<file path="config.mk">
export PLATFORM = sky130hd
export DESIGN_NAME = lhp_divider
export DESIGN_NICKNAME = d
export VERILOG_FILES = /design/src/rtl/latency_histogram_percentiles_core_macros.svh /design/src/rtl/lhp_pkg.sv /design/src/rtl/lhp_divider.sv
export SDC_FILE = /design/constraint.sdc
export NUM_CORES = 1
export LEC_CHECK = 0
export BUFFER_PORTS_ARGS = -buffer_cell sky130_fd_sc_hd__clkbuf_2
export CAP_MARGIN = 20
export CORE_ASPECT_RATIO = 1.2
export CORE_UTILIZATION = 40
export CTS_BUF_LIST = sky130_fd_sc_hd__clkbuf_4 sky130_fd_sc_hd__clkbuf_8 sky130_fd_sc_hd__clkbuf_16
export CTS_CLUSTER_SIZE = 28
export DETAILED_ROUTE_END_ITERATION = 7
export SLEW_MARGIN = 40
export SYNTH_ARGS = -nofsm -noshare
export SYNTH_HDL_FRONTEND = slang
export SYNTH_SLANG_ARGS = --single-unit
</file>
<file path="constraint.sdc">
create_clock -name clk -period 4.7 [get_ports clk]
set_input_delay 0.705 -clock clk [delete_from_list [all_inputs] [get_ports clk]]
set_output_delay 0.705 -clock clk [all_outputs]
set_load 0.005 [all_outputs]
</file>
<file path="src/rtl/latency_histogram_percentiles_core_macros.svh">
// assertion macros for the latency histogram core
`ifndef LATENCY_HISTOGRAM_PERCENTILES_CORE_MACROS_SVH
`define LATENCY_HISTOGRAM_PERCENTILES_CORE_MACROS_SVH
`ifndef SYNTHESIS
`define LHP_ASSERT_IMP(label, clk, rst_n, ante, cons) \
  label: assert property (@(posedge clk) disable iff (!rst_n) (ante) |-> (cons)) \
    else $error("%m: label failed");
`define LHP_ASSERT_NXT(label, clk, rst_n, ante, cons) \
  label: assert property (@(posedge clk) disable iff (!rst_n) (ante) |=> (cons)) \
    else $error("%m: label failed");
`else
`define LHP_ASSERT_IMP(label, clk, rst_n, ante, cons)
`define LHP_ASSERT_NXT(label, clk, rst_n, ante, cons)
`endif
`endif

</file>
<file path="src/rtl/lhp_pkg.sv">
// shared types, constants and bucket functions of the latency histogram
`default_nettype none
package lhp_pkg;
  localparam int Buckets = 608;
  localparam int IdxW = 10;
  localparam int CntW = 32;

  typedef enum logic [1:0] {
    ACT_RECORD = 2'd0,
    ACT_QUERY  = 2'd1,
    ACT_CLEAR  = 2'd2,
    ACT_NONE   = 2'd3
  } action_t;

  localparam logic [1:0] CFG_PCT0 = 2'd0;

  function automatic logic [IdxW-1:0] slot_of(input logic [31:0] ns);
    logic [31:0] idx;
    begin
      if (ns >= 32'd560384)    idx = 32'd544 + ((ns - 32'd560384) >> 15);
      else if (ns >= 32'd70144) idx = 32'd424 + ((ns - 32'd70144) >> 12);
      else if (ns >= 32'd8704)  idx = 32'd304 + ((ns - 32'd8704) >> 9);
      else if (ns >= 32'd1024)  idx = 32'd184 + ((ns - 32'd1024) >> 6);
      else if (ns >= 32'd64)    idx = 32'd64 + ((ns - 32'd64) >> 3);
      else                      idx = ns;
      if (idx > 32'(Buckets - 1)) idx = 32'(Buckets - 1);
      slot_of = idx[IdxW-1:0];
    end
  endfunction

  function automatic logic [31:0] slot_floor(input logic [IdxW-1:0] idx);
    logic [31:0] i;
    begin
      i = {22'd0, idx};
      if (i >= 32'd544)      slot_floor = 32'd560384 + ((i - 32'd544) << 15);
      else if (i >= 32'd424) slot_floor = 32'd70144 + ((i - 32'd424) << 12);
      else if (i >= 32'd304) slot_floor = 32'd8704 + ((i - 32'd304) << 9);
      else if (i >= 32'd184) slot_floor = 32'd1024 + ((i - 32'd184) << 6);
      else if (i >= 32'd64)  slot_floor = 32'd64 + ((i - 32'd64) << 3);
      else                   slot_floor = i;
    end
  endfunction
endpackage
`default_nettype wire

</file>
<file path="src/rtl/lhp_divider.sv">
// restoring divider, one quotient bit a cycle, 64 by 32 bits
`default_nettype none
module lhp_divider
  import lhp_pkg::*;
(
  input  wire logic        clk,
  input  wire logic        rst_n,
  input  wire logic        start,
  input  wire logic [63:0] dividend,
  input  wire logic [31:0] divisor,
  output logic             done,
  output logic [63:0]      quotient
);
  logic [63:0] quo_r;
  logic [31:0] rem_r;
  logic [31:0] dvs_r;
  logic [6:0]  cnt_r;
  logic        busy_r;
  logic [32:0] trial;

  assign trial = {rem_r, quo_r[63]} - {1'b0, dvs_r};

  always_ff @(posedge clk) begin
    if (!rst_n) begin
      busy_r <= 1'b0;
      done   <= 1'b0;
      cnt_r  <= '0;
    end else begin
      done <= 1'b0;
      if (start) begin
        busy_r <= 1'b1;
        quo_r  <= dividend;
        rem_r  <= '0;
        dvs_r  <= divisor;
        cnt_r  <= 7'd64;
      end else if (busy_r) begin
        if (!trial[32]) begin
          rem_r <= trial[31:0];
          quo_r <= {quo_r[62:0], 1'b1};
        end else begin
          rem_r <= {rem_r[30:0], quo_r[63]};
          quo_r <= {quo_r[62:0], 1'b0};
        end
        cnt_r <= cnt_r - 7'd1;
        if (cnt_r == 7'd1) begin
          busy_r <= 1'b0;
          done   <= 1'b1;
        end
      end
    end
  end
  assign quotient = quo_r;
endmodule
`default_nettype wire

</file>
# Word level (Yosys, flattened, before mapping)
# Cells that the tools add are included.
[word_totals]
register_bits = 137
inputBits = 99
output_inout_bits = 65
[classes]
add_sub_neg = 2
eq_ne = 1
muxes = 11
bitwise = 2
reduce_logical = 5
[ops]
columns = ["cell", "n"]
rows = [
  ["64-bit 2-to-1 mux", 2],
  ["32-bit 2-to-1 mux", 2],
  ["33-bit by 32-bit subtractor with 33-bit output", 1],
  ["7-bit 2-to-1 mux", 2],
  ["7-bit by 1-bit == test with 1-bit output, second input constant", 1],
  ["7-bit by 1-bit subtractor with 7-bit output, second input constant", 1],
  ["1-bit 2-to-1 mux", 5],
  ["2-bit AND reduction", 2],
  ["3-bit OR reduction", 1],
  ["1-bit NOT", 2],
  ["2-bit nonzero test", 1],
  ["2-bit OR reduction", 1],
]

# Longest topological paths before layout
# Gate-level depths: netlist of run 1.
[depth]
word_depth = 4
ltp_mapped = 13

# Least setup slack after synthesis of run 1
# OpenSTA, ideal clock, no wires.
[synth_path]
path_kind = "input-to-reg"
start = "input start"
end = "register busy_r"
t_arrival_ps = 3602
setup_slack_ps = 1030
stages = 3
cell_sequence = "buf_1 -> o21a_1 -> o41a_1"
[synth_between]
elab_chain_len = 1
[synth_rtl]
columns = ["item", "line", "source"]
rows = [
  ["start: declaration", "lhp_divider.sv:8", "input wire logic start,"],
  ["1-bit 2-to-1 mux", "lhp_divider.sv:30", "if (start) begin"],
  ["end signal: assignment", "lhp_divider.sv:25", "busy_r <= 1'b0;"],
  ["end signal: assignment", "lhp_divider.sv:31", "busy_r <= 1'b1;"],
  ["end signal: assignment", "lhp_divider.sv:46", "busy_r <= 1'b0;"],
  ["end: declaration", "lhp_divider.sv:18", "logic busy_r;"],
]
# No other way between the ends.
# A chain may end at the register's enable or synchronous reset.

# Final worst setup path of run 1
[layout_path]
start = "register quo_r[63] (netlist: quotient[63])"
end = "register rem_r[28], data pin"
[layout_between]
elab_chain_len = 3
[layout_rtl]
columns = ["item", "line", "source"]
rows = [
  ["start: declaration", "lhp_divider.sv:14", "logic [63:0] quo_r;"],
  ["start signal: assignment", "lhp_divider.sv:32", "quo_r <= dividend;"],
  ["start signal: assignment", "lhp_divider.sv:39", "quo_r <= {quo_r[62:0], 1'b1};"],
  ["start signal: assignment", "lhp_divider.sv:42", "quo_r <= {quo_r[62:0], 1'b0};"],
  ["33-bit by 32-bit subtractor with 33-bit output", "lhp_divider.sv:21", "assign trial = {rem_r, quo_r[63]} - {1'b0, dvs_r};"],
  ["32-bit 2-to-1 mux", "lhp_divider.sv:37", "if (!trial[32]) begin"],
  ["32-bit 2-to-1 mux", "lhp_divider.sv:36", "end else if (busy_r) begin"],
  ["end signal: assignment", "lhp_divider.sv:38", "rem_r <= trial[31:0];"],
  ["end signal: assignment", "lhp_divider.sv:41", "rem_r <= {rem_r[30:0], quo_r[63]};"],
  ["end: declaration", "lhp_divider.sv:15", "logic [31:0] rem_r;"],
]
# No other way between the ends. The select of a mux whose other input is x is not followed.

==> results of run 1 <==
## report_power, final
part / internal [W] / total (W) / switching [W]
Combinational: 0.000338 / 0.000791 / 0.000453
Clock: 0.000791 / 0.00136 / 0.000567
Sequential: 0.00146 / 0.00151 / 0.0000512
Total: 0.00259 / 0.00366 / 0.00107
## cells in the final DEF, fill, tap and decap left out, types with 11 or more instances in the layout
cell / n
xnor2_1: 13
nor2_1: 28
nand2_1: 36
nor3_1: 11
edfxtp_1: 128
ha_1: 34
mux2_2: 64
inv_1: 41
clkbuf_2: 162
a21oi_1: 56
o21ai_0: 46
clkbuf_16: 17
nand3_1: 19
a21o_1: 11
## registers in the layout, indices dropped and copies added, names as in the netlist
register,count
dvs_r,32
done,1
cnt_r,7
quotient,64
busy_r,1
rem_r,32
## cell type report
cell class                 instances  area, µm²  share of cell area [%]
clock buffer                      17      425.4                   4.610
tap                              252      315.3                   3.416
multi-input combinational        447       3282                   35.56
clock inverter                    15      161.4                   1.749
timing repair buffer             169      867.1                   9.395
sequential                       137       4024                   43.60
inverter                          41      153.9                   1.668
## per-layer routing
metal,up-vias,track usage (%)
met1,2781,23.84
met2,227,32.40
met4,0,9.580
met5,-,0
li1,2795,-
met3,42,6.195
## logic make-up after synthesis
family                   Yosys count  share of synthesized area, %
AO/OA/AOI/OAI                    178                         14.97
AND/OR/NAND/NOR                  148                         10.15
flip-flops                       137                         53.08
buffers and inverters             72                         3.862
multiplexers                      65                         9.639
adder cells (fa/ha/maj)           35                         5.876
XOR/XNOR                          21                         2.426
## cell usage after synthesis, types with 6 or more instances
library cell,instances,area (µm²)
edfxtp_1,128,3844
mux2_2,64,720.7
a21oi_1,56,280.3
o21ai_0,46,230.2
inv_1,41,153.9
nand2_1,36,135.1
ha_1,34,425.4
nor2_1,28,105.1
nand3_1,19,95.09
clkbuf_1,17,63.81
xnor2_1,13,113.9
a21o_1,12,90.09
nor3_1,11,55.05
a211oi_1,9,67.56
dfxtp_1,9,180.2
o21a_1,9,67.56
nand4_1,8,50.05
xor2_1,8,70.07
nand2b_1,7,43.79
o211ai_1,7,52.55
buf_1,6,22.52
## stage by stage
step,util (%),setup slack [ns]
CTS,50.21,1.130
global route,50.22,1.082
global placement,46.99,1.313
detailed placement,47.02,1.164
floorplan,-,1.030
finish,50.22,1.248
## final timing paths
path                     to  slack (ns)  cells after the start
hold / removal     dvs_r[1]        0.45                      1
setup reg to reg  rem_r[28]        1.25                     11
hold reg to reg        done        0.51                      1
setup / recovery  rem_r[28]        1.25                     11
==> metrics.cfg, run 1 <==
[run_status]
outcome=finished, final reports clean

[timing]
post-route-period-util_pct=73.45
rsz0062_at_grt=no
fmax_mhz=289.7
maxSlewViolCount=0
setup_violations=0
worst_slew_pin_slew_ns=0.7626
finClkSkew_ns=0.01026
fin_crit_ns=3.452
finalHoldViolCount=0
hold_ws_ns=0.4481
slew_headroom_pct=49.16
setup_tns_ns=0

[yosys]
syn_avg_cell_area_um2=11.56
ys_seq_elements=137
ys_seq_area_share_pct=53.08
synth_cell_types=64
synth-edff-count=128
synth_ff_type=edfxtp_1
ys_warn_count=0
synth_nets=790
syn_inst=656
synth_area_mm2=0.007581
async_reset_ff_share_pct=0

[cts]
cts.sinks=137
postCtsSetupBuffers=0
cts_buffers=17
cts_resized=0
root_buffer=clkbuf_16
clock_latency_ns=0.43
ctsLongestPathBuffers=2
hold_buffers=0
cts.htree.levels=4
cts_tree=yes
clk_pin_slew_ns=0.06

[floorplanning]
dieArea_mm2=0.01951
floorplan.initialDensity_pct=41.25
core-area_mm2=0.01838
die_w_um=127.7
rows=54
die_y_um=152.8
boundaryPins=164

[worst_setup_path]
crit_slowest_cell=o311a_2
start_kind=flip-flop
cp.arrival_ns=3.60
crit_start=quotient[63]
cp_max_fo=30
reg2reg_from=quotient[63]
cpLargestDelayFamily=compound AO/OA/AOI/OAI gates
cpMostUsedCell=a21o_1
crit_chain=inv_1 > ha_1 > fa_1 > nand2b_1 > a21o_1 > a21o_1 > nand2b_2 > a211oi_1 > o311a_2 > nor2_2 > o21ai_0
cpPeakStageDelay_ns=0.62
cp_num_buf_inv=1
crit_required_ns=4.84
endpoint_kind=flip-flop
critPathKind=flip-flop to flip-flop

[finish]
post-route-cell-area_mm2=0.009229
area_delta_synth_final_pct=21.74
n_antenna_cell=0
stdcell_count=1078
nNetsFinal=947
fillers=1712
final_layout_size_suffix_gt1_share_pct=33.90

[placed_design]
place_area_mm2=0.008641
place.gp.congestion=0.9107
dp.cells=1046
portBuffers=163
dpl.hpwl_um=13350

[detailed_routing]
viasPerCell=5.422
wl_met1_um=7838
drt_pre_antenna_iters=5
route.met3.wl_um=1420
drc_errors=0
postRouteAntennaNets=0
routed-wl-met2_um=8762
highest_layer=met4
wl_per_cell_um=17.25
initialDrtViolationCount=300
finalWirelength_um=18600
vias=5845

[global_route]
grt_pass1_wl_um=30360
grt_pass1_vias=6070
antenna_found_initial=0
grt_max_degree=86
grt_use_total_pct=19.90
grt_overflow_total=0

[min_path]
min_from=divisor[1]
hold_path.class=primary input to flip-flop

[power_and_ir_drop]
p_total_w=0.003660
p_per_area_mw_per_mm2=396.6
vdd_drop_max_uv=259.7
leakagePower_nw=3.740

[flow_run]
maxCapViolations=0

(Power assumes the default switching activity.)
==> run 2: changes to the inputs <==
==> constraint.sdc (replaced) <==
create_clock -name clk -period 2.95 [get_ports clk]
set_input_delay 0.4425 -clock clk [delete_from_list [all_inputs] [get_ports clk]]
set_output_delay 0.4425 -clock clk [all_outputs]
set_load 0.005 [all_outputs]
==> run 2 against run 1 <==
Clock power is 71% higher. Sequential share of layout area is 3.2 points lower. Wire length is 2.5% higher. Global-route usage is 0.16 points lower. Non-clock buffer count is 58 higher. Worst hold slack worse by 0.26 ns. Clock-buffer cell count stayed put. Largest power group unchanged.
==> metrics.cfg, run 2 (synthesis results as in run 1) <==
[timing]
hold_ws_ns=0.1895  ; -0.2586 ns
setup_violations=0  ; unchanged
finalHoldViolCount=0  ; unchanged
maxSlewViolCount=0  ; unchanged
fin_crit_ns=2.947  ; -0.5048 ns
worst_slew_pin_slew_ns=0.6044  ; -0.1583 ns
fmax_mhz=339.3  ; +17%
finClkSkew_ns=0.007019  ; -0.003243 ns
setup_tns_ns=0  ; unchanged
post-route-period-util_pct=99.91  ; +26 points
rsz0062_at_grt=yes
slew_headroom_pct=59.71  ; +11 points

[cts]
clk_pin_slew_ns=0.06  ; about the same
root_buffer=clkbuf_16
cts_tree=yes
clock_latency_ns=0.43  ; about the same
ctsLongestPathBuffers=2  ; unchanged
hold_buffers=0  ; unchanged
cts.sinks=137  ; unchanged
cts_buffers=17  ; unchanged
cts.htree.levels=4  ; unchanged

[detailed_routing]
drc_errors=0  ; unchanged
finalWirelength_um=19060  ; +2.5%
vias=6079  ; +4.0%
initialDrtViolationCount=291  ; -3.0%
routed-wl-met2_um=9801  ; +12%
viasPerCell=5.351  ; -1.3%
highest_layer=met4
postRouteAntennaNets=0  ; unchanged
drt_pre_antenna_iters=8  ; +3
wl_per_cell_um=16.77  ; -2.8%
route.met3.wl_um=1186  ; -16%
wl_met1_um=7594  ; -3.1%

[floorplanning]
die_y_um=152.8  ; unchanged
rows=54  ; unchanged
floorplan.initialDensity_pct=41.25  ; unchanged
core-area_mm2=0.01838  ; unchanged
boundaryPins=164  ; unchanged
die_w_um=127.7  ; unchanged
dieArea_mm2=0.01951  ; unchanged

[finish]
final_layout_size_suffix_gt1_share_pct=41.74  ; +7.8 points
largest_register_ffs=64  ; unchanged
fillers=1643  ; -4.0%
final_common_cell=clkbuf_2
nNetsFinal=1005  ; +6.1%
layout_common_cells=clkbuf_2, edfxtp_1, mux2_2
area_delta_synth_final_pct=31.47
n_antenna_cell=0  ; unchanged

[flow_run]
maxCapViolations=0  ; unchanged

[worst_setup_path]
start_kind=flip-flop
cp_max_fo=8  ; -73%
cp.arrival_ns=3.23  ; -0.37 ns
critPathKind=flip-flop to flip-flop
endpoint_kind=flip-flop
cpPeakStageDelay_ns=0.53  ; -0.09 ns
crit_required_ns=3.23  ; -1.61 ns
crit_slowest_cell=or4_4
crit_chain=inv_1 > ha_2 > fa_2 > nand2b_4 > a21o_1 > a21o_1 > nand2b_4 > a211oi_4 > o311a_4 > buf_12 > or4_4 > a21oi_2

[power_and_ir_drop]
leakagePower_nw=4.100  ; +9.6%
p_comb_share_pct=24.6  ; +3.0 points
internal-power_w=0.004446  ; +72%
p_total_w=0.006280  ; +72%
p_per_area_mw_per_mm2=630.1  ; +59%
switching_share_pct=29.20  ; -0.079 points
vdd_drop_max_uv=406.7  ; +57%
p_sw_w=0.001834  ; +71%
p_clk_share_pct=37.1  ; about the same
pwr-share-seq_pct=38.2  ; -3.1 points

[run_status]
outcome=finished, final reports clean

[placed_design]
place.gp.congestion=0.8983  ; -1.4%
portBuffers=163  ; unchanged
dpl.hpwl_um=13570  ; +1.6%

[global_route]
grt_max_degree=77  ; -10%
grt_pass1_vias=6221  ; +2.5%
antenna_found_initial=0  ; unchanged
grt_use_total_pct=19.74  ; -0.16 points
grt_overflow_total=0  ; unchanged
grt_pass1_wl_um=30280  ; -0.25%

[min_path]
hold_path.class=primary input to flip-flop

[run 2: final timing paths]
check,start,to,slack [ns],cells after the start
max,quotient[63],rem_r[16],0.003,12
min,divisor[13],dvs_r[13],0.19,1
max reg2reg,quotient[63],rem_r[16],0.003,12
min reg2reg,cnt_r[6],done,0.48,1
[run 2: layer usage]
metal / vias up / GRT usage (%)
met5: - / 0
met4: 0 / 7.675
met3: 43 / 5.775
met2: 193 / 34.53
met1: 2922 / 22.53
li1: 2921 / -
[run 2: what timing repair did]
action / CTS / global route
buffers inserted: 1 / 5
endpoints found under the setup margin: 17 / 32
gates resized for setup: 6 / 30
cloned: 0 / 1
pin swaps: 5 / 7
[run 2: worst max-delay path, delay by kind of cell (launching register included)]
| family | cells | cell delay, ns |
|---|---|---|
| AO/OA/AOI/OAI | 5 | 0.95 |
| AND/OR/NAND/NOR | 3 | 0.78 |
| adder cells (fa/ha/maj) | 2 | 0.52 |
| flip-flops | 1 | 0.35 |
| buffers and inverters | 2 | 0.20 |
[run 2: layout make-up]
cell class | instances | area (µm²) | area share, %
clock buffer | 17 | 425.4 | 4.268
multi-input combinational | 447 | 3443 | 34.55
sequential | 137 | 4024 | 40.37
tap | 252 | 315.3 | 3.163
clock inverter | 15 | 222.7 | 2.235
timing repair buffer | 227 | 1383 | 13.87
inverter | 41 | 153.9 | 1.544
[run 2: per-stage QoR]
stage                     worst slack, ns  cell area [µm²]  instances  utilization (%)
after floorplan                   0.01935             7590        656                -
after global placement           -0.04927             9089       1097            49.46
after detailed placement          -0.1294             9089       1097            49.46
after CTS                      -0.0001146             9776       1130            53.19
after global routing              -0.1084             9967       1136            54.23
final                            0.002792             9967       1136            54.23
[run 2: power by group through the flow]
stage	Clock (W)	Sequential [W]	Combinational, W
2_1_floorplan	0	0.00243	0.000900
3_3_place_gp	0	0.00244	0.00139
3_5_place_dp	0	0.00244	0.00142
4_1_cts	0.00238	0.00240	0.00145
5_1_grt	0.00246	0.00242	0.00168
6_report	0.00233	0.00240	0.00155
